==> src/rtl/msd_pkg.sv <==
// Package for the message stream deframer: constants, phase codes and the result struct.
package msd_pkg;

	localparam int LENGTH_BITS_DEF = 32;
	localparam int HDR_SIZE_BITS   = 5;
	localparam int EXT_SIZE_BITS   = 7;
	localparam logic [6:0] SHIFT_MAX = 7'd127;
	localparam int MORE_BIT_POS    = 7;
	localparam logic [1:0] TYPE_MASK = 2'h3;

	localparam int ADDR_W = 3;
	localparam int DATA_W = 32;
	localparam logic REG_COMPRESSED_MASK = 1'b0;

	typedef enum logic [1:0] {
		PH_OPTIONS = 2'd0,
		PH_HEADER  = 2'd1,
		PH_EXT     = 2'd2,
		PH_PAYLOAD = 2'd3
	} phase_t;

	typedef struct packed {
		logic [1:0]  byte_kind;
		logic [7:0]  payload_byte;
		logic [1:0]  message_type;
		logic [7:0]  options_value;
		logic        is_compressed;
		logic [31:0] message_length;
		logic        length_known;
		logic        end_of_message;
		logic        length_overflow;
	} result_t;

endpackage

==> src/rtl/msd_ifs.sv <==
// Stream interfaces: raw byte input channel and tagged result channel.
interface msd_byte_if;
	logic       valid;
	logic       ready;
	logic [7:0] stream_byte;

	modport source(output valid, output stream_byte, input ready);
	modport sink(input valid, input stream_byte, output ready);
endinterface

interface msd_result_if;
	logic        valid;
	logic        ready;
	logic [1:0]  byte_kind;
	logic [7:0]  payload_byte;
	logic [1:0]  message_type;
	logic [7:0]  options_value;
	logic        is_compressed;
	logic [31:0] message_length;
	logic        length_known;
	logic        end_of_message;
	logic        length_overflow;

	modport source(output valid, output byte_kind, output payload_byte, output message_type,
		output options_value, output is_compressed, output message_length,
		output length_known, output end_of_message, output length_overflow, input ready);
	modport sink(input valid, input byte_kind, input payload_byte, input message_type,
		input options_value, input is_compressed, input message_length,
		input length_known, input end_of_message, input length_overflow, output ready);
endinterface

==> src/rtl/msd_decode.sv <==
// Framing state machine: classifies one byte per step and builds its tagged result.
module msd_decode #(
	parameter int LENGTH_BITS = msd_pkg::LENGTH_BITS_DEF
) (
	input  logic             clk,
	input  logic             arst_n,
	input  logic             step,
	input  logic [7:0]       byte_in,
	input  logic [7:0]       mask,
	output msd_pkg::result_t res
);
	import msd_pkg::*;

	localparam int EXT_W = LENGTH_BITS + EXT_SIZE_BITS;
	localparam logic [6:0] LEN_SH = 7'(LENGTH_BITS);

	phase_t                   phase_q, phase_d;
	logic [7:0]               opts_q, opts_d;
	logic [1:0]               type_q, type_d;
	logic [LENGTH_BITS-1:0]   accum_q, accum_d;
	logic [6:0]               shift_q, shift_d;
	logic [LENGTH_BITS-1:0]   count_q, count_d;
	logic                     ovf_q, ovf_d;
	logic                     known, eom;
	logic [6:0]               ext_v;
	logic [EXT_W-1:0]         shifted;
	logic [7:0]               sh_sum;
	logic [63:0]              accum64;

	always_ff @(posedge clk or negedge arst_n) begin
		if (!arst_n) begin
			phase_q <= PH_OPTIONS;
			opts_q  <= '0;
			type_q  <= '0;
			accum_q <= '0;
			shift_q <= '0;
			count_q <= '0;
			ovf_q   <= 1'b0;
		end else if (step) begin
			phase_q <= phase_d;
			opts_q  <= opts_d;
			type_q  <= type_d;
			accum_q <= accum_d;
			shift_q <= shift_d;
			count_q <= count_d;
			ovf_q   <= ovf_d;
		end
	end

	assign ext_v   = byte_in[6:0];
	assign shifted = EXT_W'(ext_v) << shift_q;
	assign sh_sum  = {1'b0, shift_q} + 8'(EXT_SIZE_BITS);

	always_comb begin
		phase_d = phase_q;
		opts_d  = opts_q;
		type_d  = type_q;
		accum_d = accum_q;
		shift_d = shift_q;
		count_d = count_q;
		ovf_d   = ovf_q;
		known   = 1'b0;
		eom     = 1'b0;
		case (phase_q)
			PH_OPTIONS: begin
				opts_d  = byte_in;
				type_d  = '0;
				accum_d = '0;
				shift_d = '0;
				count_d = '0;
				ovf_d   = 1'b0;
				phase_d = PH_HEADER;
			end
			PH_HEADER: begin
				type_d  = byte_in[1:0] & TYPE_MASK;
				accum_d = LENGTH_BITS'(byte_in[6:2]);
				shift_d = 7'(HDR_SIZE_BITS);
				count_d = '0;
				if (byte_in[MORE_BIT_POS]) begin
					phase_d = PH_EXT;
				end else begin
					known = 1'b1;
					if (accum_d == '0) begin
						eom     = 1'b1;
						phase_d = PH_OPTIONS;
					end else begin
						phase_d = PH_PAYLOAD;
					end
				end
			end
			PH_EXT: begin
				accum_d = accum_q | shifted[LENGTH_BITS-1:0];
				if ((shift_q >= LEN_SH) ? (|ext_v) : (|shifted[EXT_W-1:LENGTH_BITS])) begin
					ovf_d = 1'b1;
				end
				shift_d = (sh_sum > {1'b0, SHIFT_MAX}) ? SHIFT_MAX : sh_sum[6:0];
				if (!byte_in[MORE_BIT_POS]) begin
					known = 1'b1;
					if (accum_d == '0) begin
						eom     = 1'b1;
						phase_d = PH_OPTIONS;
					end else begin
						count_d = '0;
						phase_d = PH_PAYLOAD;
					end
				end
			end
			PH_PAYLOAD: begin
				count_d = count_q + LENGTH_BITS'(1);
				if (count_d == accum_q) begin
					eom     = 1'b1;
					phase_d = PH_OPTIONS;
				end
			end
			default: begin
				phase_d = PH_OPTIONS;
			end
		endcase
	end

	assign accum64 = 64'(accum_d);

	always_comb begin
		res.byte_kind       = phase_q;
		res.payload_byte    = byte_in;
		res.message_type    = type_d;
		res.options_value   = opts_d;
		res.is_compressed   = |(opts_d & mask);
		res.message_length  = accum64[31:0];
		res.length_known    = known;
		res.end_of_message  = eom;
		res.length_overflow = ovf_d;
	end

endmodule

==> src/rtl/message_stream_deframer_core.sv <==
// Message stream deframer top level: input register, decoder, result register, APB register.
// A byte accepted into the input register is decoded and its result is captured in the
// result register; both stall while a held result is not taken.
// Throughput: one byte per cycle unless stalled; state updates in the single decode stage.
// Reset (arst_n low, asynchronous): awaiting an options byte, decode state zero, mask 0x01.
module message_stream_deframer_core #(
	parameter int LENGTH_BITS = msd_pkg::LENGTH_BITS_DEF
) (
	input  logic                        clk,
	input  logic                        arst_n,
	msd_byte_if.sink                    stream,
	msd_result_if.source                result,
	input  logic                        psel,
	input  logic                        penable,
	input  logic                        pwrite,
	input  logic [msd_pkg::ADDR_W-1:0]  paddr,
	input  logic [msd_pkg::DATA_W-1:0]  pwdata,
	output logic [msd_pkg::DATA_W-1:0]  prdata,
	output logic                        pready
);
	import msd_pkg::*;

	logic [7:0] mask_q;
	logic [7:0] byte_s1;
	logic       valid_s1;
	logic       out_valid_q;
	result_t    res_d, res_q;
	logic       advance;
	logic       reg_sel;

	assign pready  = 1'b1;
	assign reg_sel = (paddr[2] == REG_COMPRESSED_MASK);
	assign prdata  = reg_sel ? DATA_W'(mask_q) : '0;

	always_ff @(posedge clk or negedge arst_n) begin
		if (!arst_n) begin
			mask_q <= 8'h01;
		end else if (psel && penable && pwrite && pready && reg_sel) begin
			mask_q <= pwdata[7:0];
		end
	end

	assign advance      = valid_s1 && (!out_valid_q || result.ready);
	assign stream.ready = !valid_s1 || advance;

	always_ff @(posedge clk or negedge arst_n) begin
		if (!arst_n) begin
			valid_s1 <= 1'b0;
		end else if (stream.ready) begin
			valid_s1 <= stream.valid;
		end
	end

	always_ff @(posedge clk) begin
		if (stream.valid && stream.ready) begin
			byte_s1 <= stream.stream_byte;
		end
	end

	msd_decode #(
		.LENGTH_BITS(LENGTH_BITS)
	) u_decode (
		.clk    (clk),
		.arst_n (arst_n),
		.step   (advance),
		.byte_in(byte_s1),
		.mask   (mask_q),
		.res    (res_d)
	);

	always_ff @(posedge clk or negedge arst_n) begin
		if (!arst_n) begin
			out_valid_q <= 1'b0;
		end else if (advance) begin
			out_valid_q <= 1'b1;
		end else if (result.ready) begin
			out_valid_q <= 1'b0;
		end
	end

	always_ff @(posedge clk) begin
		if (advance) begin
			res_q <= res_d;
		end
	end

	assign result.valid           = out_valid_q;
	assign result.byte_kind       = res_q.byte_kind;
	assign result.payload_byte    = res_q.payload_byte;
	assign result.message_type    = res_q.message_type;
	assign result.options_value   = res_q.options_value;
	assign result.is_compressed   = res_q.is_compressed;
	assign result.message_length  = res_q.message_length;
	assign result.length_known    = res_q.length_known;
	assign result.end_of_message  = res_q.end_of_message;
	assign result.length_overflow = res_q.length_overflow;

`ifndef ASSERT_OFF
	a_known_on_size_byte: assert property (@(posedge clk) disable iff (!arst_n)
		result.valid && result.length_known |->
		result.byte_kind == PH_HEADER || result.byte_kind == PH_EXT)
		else $error("length_known on a byte that is not a size byte");

	a_payload_end_nonzero: assert property (@(posedge clk) disable iff (!arst_n)
		result.valid && result.end_of_message && result.byte_kind == PH_PAYLOAD |->
		!result.length_known)
		else $error("payload end flagged together with size completion");

	a_stall_reason: assert property (@(posedge clk) disable iff (!arst_n)
		!stream.ready |-> valid_s1 && out_valid_q && !result.ready)
		else $error("input stalled without a blocked result");

	a_advance_shows: assert property (@(posedge clk) disable iff (!arst_n)
		advance |=> result.valid)
		else $error("decoded byte did not reach the output register");
`endif

endmodule
==> src/flat_wrapper.sv <==
// flat-port wrapper written by rule: the top's interface ports become plain ports
module message_stream_deframer_core_flat import msd_pkg::*;
#(
	parameter int LENGTH_BITS = msd_pkg::LENGTH_BITS_DEF
)
  (clk, arst_n, psel, penable, pwrite, paddr, pwdata, prdata, pready, stream_valid, stream_stream_byte, stream_ready, result_valid, result_byte_kind, result_payload_byte, result_message_type, result_options_value, result_is_compressed, result_message_length, result_length_known, result_end_of_message, result_length_overflow, result_ready);
  msd_byte_if stream_i ();
  msd_result_if result_i ();
  input  logic clk;
  input  logic arst_n;
  input  logic psel;
  input  logic penable;
  input  logic pwrite;
  input  logic [msd_pkg::ADDR_W-1:0] paddr;
  input  logic [msd_pkg::DATA_W-1:0] pwdata;
  output logic [msd_pkg::DATA_W-1:0] prdata;
  output logic pready;
  input wire logic [$bits(stream_i.valid)-1:0] stream_valid;
  input wire logic [$bits(stream_i.stream_byte)-1:0] stream_stream_byte;
  output wire logic [$bits(stream_i.ready)-1:0] stream_ready;
  output wire logic [$bits(result_i.valid)-1:0] result_valid;
  output wire logic [$bits(result_i.byte_kind)-1:0] result_byte_kind;
  output wire logic [$bits(result_i.payload_byte)-1:0] result_payload_byte;
  output wire logic [$bits(result_i.message_type)-1:0] result_message_type;
  output wire logic [$bits(result_i.options_value)-1:0] result_options_value;
  output wire logic [$bits(result_i.is_compressed)-1:0] result_is_compressed;
  output wire logic [$bits(result_i.message_length)-1:0] result_message_length;
  output wire logic [$bits(result_i.length_known)-1:0] result_length_known;
  output wire logic [$bits(result_i.end_of_message)-1:0] result_end_of_message;
  output wire logic [$bits(result_i.length_overflow)-1:0] result_length_overflow;
  input wire logic [$bits(result_i.ready)-1:0] result_ready;
  assign stream_i.valid = stream_valid;
  assign stream_i.stream_byte = stream_stream_byte;
  assign stream_ready = stream_i.ready;
  assign result_valid = result_i.valid;
  assign result_byte_kind = result_i.byte_kind;
  assign result_payload_byte = result_i.payload_byte;
  assign result_message_type = result_i.message_type;
  assign result_options_value = result_i.options_value;
  assign result_is_compressed = result_i.is_compressed;
  assign result_message_length = result_i.message_length;
  assign result_length_known = result_i.length_known;
  assign result_end_of_message = result_i.end_of_message;
  assign result_length_overflow = result_i.length_overflow;
  assign result_i.ready = result_ready;
  message_stream_deframer_core #(.LENGTH_BITS(LENGTH_BITS)) u_core (.clk(clk), .arst_n(arst_n), .stream(stream_i), .result(result_i), .psel(psel), .penable(penable), .pwrite(pwrite), .paddr(paddr), .pwdata(pwdata), .prdata(prdata), .pready(pready));
endmodule
==> config.mk <==
export PLATFORM = sky130hd
export DESIGN_NAME = message_stream_deframer_core_flat
export DESIGN_NICKNAME = d
export VERILOG_FILES = /design/src/rtl/msd_pkg.sv /design/src/rtl/msd_ifs.sv /design/src/rtl/msd_decode.sv /design/src/rtl/message_stream_deframer_core.sv /design/src/flat_wrapper.sv
export SDC_FILE = /design/constraint.sdc
export NUM_CORES = 1
export LEC_CHECK = 0
export ABC_AREA = 0
export BUFFER_PORTS_ARGS = -buffer_cell sky130_fd_sc_hd__buf_2
export CAP_MARGIN = 30
export CORE_UTILIZATION = 40
export CTS_CLUSTER_SIZE = 28
export DETAILED_ROUTE_END_ITERATION = 7
export PLACE_DENSITY = 0.56
export SLEW_MARGIN = 5
export SYNTH_ARGS = -nofsm -noshare
export SYNTH_HDL_FRONTEND = slang
export SYNTH_SLANG_ARGS = --single-unit
export TNS_END_PERCENT = 50
==> constraint.sdc <==
create_clock -name clk -period 4.1 [get_ports clk]
set_clock_uncertainty 0.15 [all_clocks]
set_input_delay 0.41 -clock clk [delete_from_list [all_inputs] [get_ports clk]]
set_output_delay 0.41 -clock clk [all_outputs]
set_load 0.05 [all_outputs]
== After elaboration in Yosys (flattened, before gate mapping) ==
Index checks and enable logic that the tools add are counted.

* Output and inout port bits: 91
* Word-level logic and storage cells: 84
* Bits of input ports: 50
* Register bits: 158

* Equality and inequality tests: 7
* Bitwise gates (word level): 3
* Reduce and logical (&&, ||, !) cells: 22
* Mux-type cells: 27
* Shifts and indexed selects: 1
* Magnitude comparators: 2
* Add/sub/neg operators: 2

{| class="wikitable"
|+ Operator list
! operator !! count
|-
| one-hot mux 32 bit (3 select lines) || 2
|-
| two-way mux 32 bit || 2
|-
| left shift 7 x 7 -> 39 bit || 1
|-
| adder 32 x 1 -> 32 bit, second input constant || 1
|-
| equality test 32 bit || 1
|-
| zero test 32 bit || 1
|-
| OR 32 bit || 1
|-
| one-hot mux 7 bit (3 select lines) || 1
|-
| two-way mux 8 bit || 2
|-
| OR reduction 7 bit || 2
|-
| two-way mux 1 bit || 10
|-
| two-way mux 2 bit || 5
|-
| adder 7 x 3 -> 8 bit, second input constant || 1
|-
| bitwise AND 8 bit || 1
|-
| greater-than comparator 8 x 7 -> 1 bit, second input constant || 1
|-
| one-hot mux 2 bit (4 select lines) || 1
|-
| OR reduction 8 bit || 1
|-
| >= comparator 7 x 6 -> 1 bit, second input constant || 1
|-
| two-way mux 7 bit || 1
|-
| != test 2 bit, second input constant || 3
|-
| AND reduction 3 bit || 2
|-
| logical AND 1 bit || 5
|-
| zero test 5 bit || 1
|-
| equality test 2 bit, second input constant || 2
|-
| other kinds (12) || 15
|}

== Depth between registers and ports, before layout ==
* Depth after elaboration: 6
* Depth in mapped cells: 14
* Mapped depth without buffers: 10

== Cells and area by module ==
Synthesis repeated with hierarchy kept, for this count alone.

* Cells, all modules: 965
* Area, all modules: 9287.7 um^2

{| class="wikitable"
|+ By module, submodules not included
! module !! seq. area each (um^2) !! cells each !! instances !! area an instance (um^2)
|-
| msd_decode || 2102.0 || 841 || 1 || 6696.4
|-
| message_stream_deframer_core || 2173.3 || 124 || 1 || 2591.2
|}

== Least setup slack after synthesis ==
Ideal clock, no wire load.

* Path type: register -> register
* From: register u_core.out_valid_q, in the netlist u_core.result.valid
* To: register u_core.res_q, in the netlist u_core.result.byte_kind[0], enable pin
* Required time: 3.508 ns
* Library setup time: 0.442 ns
* Period minus slack after synthesis: 3.695 ns
* Arrival: 3.102 ns
* Slack: 0.405 ns
* Stages on the path, launching flop included: 6
* Buffers on the path: 2
* Cell sequence: dfrtp_1 > nand2b_1 > nand2_1 > inv_1 > buf_1 > clkbuf_1

* Word-level cells in the longest chain between the ends: 3

{| class="wikitable"
|+ RTL lines
! element !! line !! source
|-
| from (decl) || message_stream_deframer_core.sv:26 || <nowiki>logic out_valid_q;</nowiki>
|-
| from (signal assigned) || message_stream_deframer_core.sv:73 || <nowiki>out_valid_q <= 1'b0;</nowiki>
|-
| from (signal assigned) || message_stream_deframer_core.sv:75 || <nowiki>out_valid_q <= 1'b1;</nowiki>
|-
| from (signal assigned) || message_stream_deframer_core.sv:77 || <nowiki>out_valid_q <= 1'b0;</nowiki>
|-
| zero test 1 bit || message_stream_deframer_core.sv:43 || <nowiki>assign advance = valid_s1 && (!out_valid_q || result.ready);</nowiki>
|-
| logical OR 1 bit || message_stream_deframer_core.sv:43 ||
|-
| logical AND 1 bit || message_stream_deframer_core.sv:43 ||
|-
| net u_core.advance || message_stream_deframer_core.sv:28 || <nowiki>logic advance;</nowiki>
|-
| to (signal assigned) || message_stream_deframer_core.sv:83 || <nowiki>res_q <= res_d;</nowiki>
|-
| to (decl) || message_stream_deframer_core.sv:27 || <nowiki>result_t res_d, res_q;</nowiki>
|}

The timed path passes the listed nets, and every way through them passes these cells.
A chain may end at the register's enable or synchronous reset.

== Worst setup path in the final report ==
* From: register u_core.u_decode.count_q[3]
* To: register u_core.u_decode.phase_q[1]

* Word-level cells in the longest chain between the ends: 4

{| class="wikitable"
|+ RTL lines
! element !! line !! source
|-
| from (decl) || msd_decode.sv:22 || <nowiki>logic [LENGTH_BITS-1:0] count_q, count_d;</nowiki>
|-
| from (signal assigned) || msd_decode.sv:45 || <nowiki>count_q <= count_d;</nowiki>
|-
| adder 32 x 1 -> 32 bit || msd_decode.sv:109 || <nowiki>count_d = count_q + LENGTH_BITS'(1);</nowiki>
|-
| equality test 32 bit || msd_decode.sv:110 || <nowiki>if (count_d == accum_q) begin</nowiki>
|-
| != test 2 bit (no line) || - ||
|-
| AND reduction 3 bit (no line) || - ||
|-
| to (signal assigned) || msd_decode.sv:40 || <nowiki>phase_q <= phase_d;</nowiki>
|-
| to (decl) || msd_decode.sv:17 || <nowiki>phase_t phase_q, phase_d;</nowiki>
|}

No other way between the ends.

==> results.toml <==
[outcome]
status = "finished, violations left"
failed_checks = "DRC"

[timing]
fin_setup_tns_ps = 0
finalCritPeriodShare = 0.926
fmaxAchievable_mhz = 263
hold_viol = 0
relSlewSlack = 0.492
period_needed_ps = 3800
rsz0062_at_grt = "false"
worst_slew_pin_slew_ps = 742
finalWorstSetupSlack_ps = 302
hold-worst-slack_ps = 52.2
setup_violations = 0
report.final.slew_viol_count = 0

[worst_setup_path]
reg2reg_to = "u_core.u_decode.phase_q[1]$_DFFE_PN0P_"
critPathArrivalTime_ps = 3980
regToRegSetupSlack_ps = 300
end_kind = "flop"
crit_path_max_fanout = 9
startpoint_type = "flop"
required_ps = 4280
critical_path_class = "flop to flop"
reg2regPathDepth = 11
reg2reg_from = "u_core.u_decode.count_q[3]$_DFFE_PN0P_"

[floorplanning]
core.rowCount = 54
die_h_um = 153
core_mm2 = 0.0220
start_util = 0.412
boundaryPins = 141
die_area_mm2 = 0.0233
die_x_um = 153

[drt]
ant_nets = 0
via_per_inst = 5.68
vias = 7489
firstDrtPassIters = 8
drt_iter0_markers = 673
drc = 6
wl_per_cell_um = 19.4
wl_um = 25500

[power]
power_density_mw_per_mm2 = 563
p_leak_nw = 4.36
ir_worst_vdd_mv = 0.315

[hold_path]
hold_end = "u_core.mask_q[5]$_DFFE_PN0P_"
min_from = "pwdata[5]"
min_path_type = "input port to flop"
holdPathStages = 2

[cells_and_area]
area_growth_pct = 15.4
diodes = 0
drive_above_1_share = 0.200
utilization = 0.475
final-seq-area_mm2 = 0.00428
num-nets-final = 1083
multi_input_area_mm2 = 0.00434
stdcell_count = 1318
fill_cells = 2103

[synthesis]
synth_top_family_by_area = "simple AND/OR/NAND/NOR gates"
synthSimpleGateAreaFrac = 0.213
ys_warn_count = 0
synth_compound_area_frac = 0.144
synth_xor_xnor_area_share = 0.0396
synth-seq-cells = 158
ys_async_sr_fraction = 0.595
synth_area_mm2 = 0.00907
synth_mux_area_frac = 0.0595
synth_edf_count = 64
synthAdderAreaFrac = 0.0121
syn_avg_cell_area_um2 = 9.68
ys_types = 76
synthCells = 937
synth_ff_type = "dfrtp_1"
ys_seq_area_frac = 0.471

[global_route]
grt_pass1_wl_um = 40400
grt_max_degree = 57
grt.met3_usage = 0.0432
overflow = 0
top_usage_layer = "met2"
use_met2 = 0.345
use_met1 = 0.320
antenna_found_initial = 0
track_usage = 0.225
grt_pass1_vias = 7017

[cts]
cts_buffers = 17
clk_latency_ps = 440
cts_sinks = 158
postCtsResizedCells = 0
cts_root_buf = "clkbuf_16"
cts_buffer_depth = 2
h-tree-depth = 4
clkSlewWorstSetupHoldPaths_ps = 70
cts_tree = "done"

[placed_design]
place.gp.congestion = 0.921
io_buffers = 89
post-place-ws_ps = 416
dp_cells = 1276
dp_hpwl_um = 18100

[flow_run]
maxCapViolations = 0
[logic make-up (layout without fill, tap and decap cells)]
| family | after synthesis | after routing |
|---|---|---|
| other cells | 2 | 25 |
| mux | 47 | 47 |
| xor+xnor | 41 | 41 |
| flops | 158 | 158 |
| compound gates | 198 | 198 |
| fa+ha+maj | 9 | 9 |
| simple gates | 380 | 380 |
| buf+inv | 102 | 180 |
[area by class of cell]
class / count / share of cell area
multi-input combinational: 700 / 0.415
clock inverter: 15 / 0.0158
inverter: 13 / 0.00478
clock buffer: 17 / 0.0407
timing repair buffer: 135 / 0.0817
tap: 280 / 0.0335
sequential: 158 / 0.409
[report_power, final]
group          switching [mW]  total [mW]  internal, mW
Combinational            1.47        2.18         0.712
Sequential              0.200        2.12          1.92
Clock                   0.772        1.59         0.820
Total                    2.44        5.90          3.45
[what timing repair did]
| item | 4_1_cts | 5_1_grt |
|---|---|---|
| buffers inserted | 0 | 0 |
| endpoints found under the hold margin | 27 | 1 |
| hold buffers | 9 | 1 |
[flip-flops by register name, indices dropped and copies added (netlist names), 2 cells and up]
| signal | flops |
|---|---|
| u_core.byte_s1 | 8 |
| u_core.mask_q | 8 |
| u_core.result.byte_kind | 2 |
| u_core.result.message_length | 32 |
| u_core.result.message_type | 2 |
| u_core.result.options_value | 8 |
| u_core.result.payload_byte | 8 |
| u_core.u_decode.accum_q | 32 |
| u_core.u_decode.count_q | 32 |
| u_core.u_decode.opts_q | 8 |
| u_core.u_decode.phase_q | 2 |
| u_core.u_decode.shift_q | 7 |
| u_core.u_decode.type_q | 2 |
[how the worst max path moves through the flow]
| stage | end | from | cells past startpoint | slack [ps] |
|---|---|---|---|---|
| 4_1_cts | u_core.u_decode.phase_q[1]$_DFFE_PN0P_ | u_core.u_decode.count_q[0]$_DFFE_PN0P_ | 11 | 380 |
| 3_3_place_gp | u_core.u_decode.phase_q[1]$_DFFE_PN0P_ | u_core.u_decode.count_q[3]$_DFFE_PN0P_ | 10 | 440 |
| 3_5_place_dp | u_core.u_decode.phase_q[1]$_DFFE_PN0P_ | u_core.u_decode.count_q[0]$_DFFE_PN0P_ | 11 | 420 |
| 5_1_grt | u_core.u_decode.phase_q[0]$_DFFE_PN0P_ | u_core.u_decode.count_q[0]$_DFFE_PN0P_ | 11 | 110 |
| 6_report | u_core.u_decode.phase_q[1]$_DFFE_PN0P_ | u_core.u_decode.count_q[3]$_DFFE_PN0P_ | 11 | 300 |
| 2_1_floorplan | u_core.result.byte_kind[0]$_DFFE_PP_ | u_core.result.valid$_DFFE_PN0P_ | 5 | 410 |
[metrics by stage]
stage | area [um^2] | total power, mW
after floorplan | 9160 | 3.70
after global placement | 9730 | 4.28
after detailed placement | 9770 | 4.30
after CTS | 10500 | 5.91
after global routing | 10500 | 6.20
final | 10500 | 5.90
[per-layer routing]
layer,up-vias,routed length (um)
met4,0,435
li1,3554,-
met1,3663,11800
met5,-,0
met3,26,1580
met2,246,11700
[critical path, cell delays in order (launching register included)]
cell and delay [ps]:
dfrtp_1 510, and4_1 380, and4_1 430, buf_4 210, o22a_1 140, nand4_1 90
a2111oi_0 600, nand4_1 190, nor4_1 300, buf_4 200, o21a_1 140, mux2_2 330
[cells in the final DEF (no fill, tap or decap), types with 17 or more instances in the layout]
cell       count
nand3_1       35
o21ai_0       38
dfrtp_1       93
nand2_1      120
a21oi_1       64
nor2_1        74
buf_4         34
nor2b_1       22
mux2_2        35
buf_2         88
edfxtp_1      64
xnor2_1       28
conb_1        25
clkbuf_16     17
[cells in the mapped netlist, types with 6 or more instances]
cell / instances / area (um^2)
inv_1: 12 / 45.0
xnor2_1: 28 / 245
and2_1: 6 / 37.5
mux2_2: 35 / 394
nand2b_1: 13 / 81.3
ha_1: 8 / 100
buf_4: 27 / 203
and3_1: 12 / 75.1
buf_2: 7 / 35.0
nor4_1: 14 / 87.6
dfrtp_1: 93 / 2330
nand4_1: 13 / 81.3
a21oi_1: 64 / 320
mux2i_1: 10 / 100
and4_1: 10 / 87.6
edfxtp_1: 64 / 1920
nand2_1: 120 / 450
xor2_1: 13 / 114
nor2_1: 74 / 278
o221ai_1: 10 / 87.6
or4_1: 12 / 90.1
a22oi_1: 11 / 82.6
o21ai_0: 38 / 190
nand3b_1: 12 / 90.1
nor2b_1: 22 / 138
a22o_1: 12 / 105
nor3_1: 15 / 75.1
nand3_1: 35 / 175
o211ai_1: 6 / 45.0
clkbuf_1: 45 / 169
Note: power is estimated with default switching activity, not from simulation.
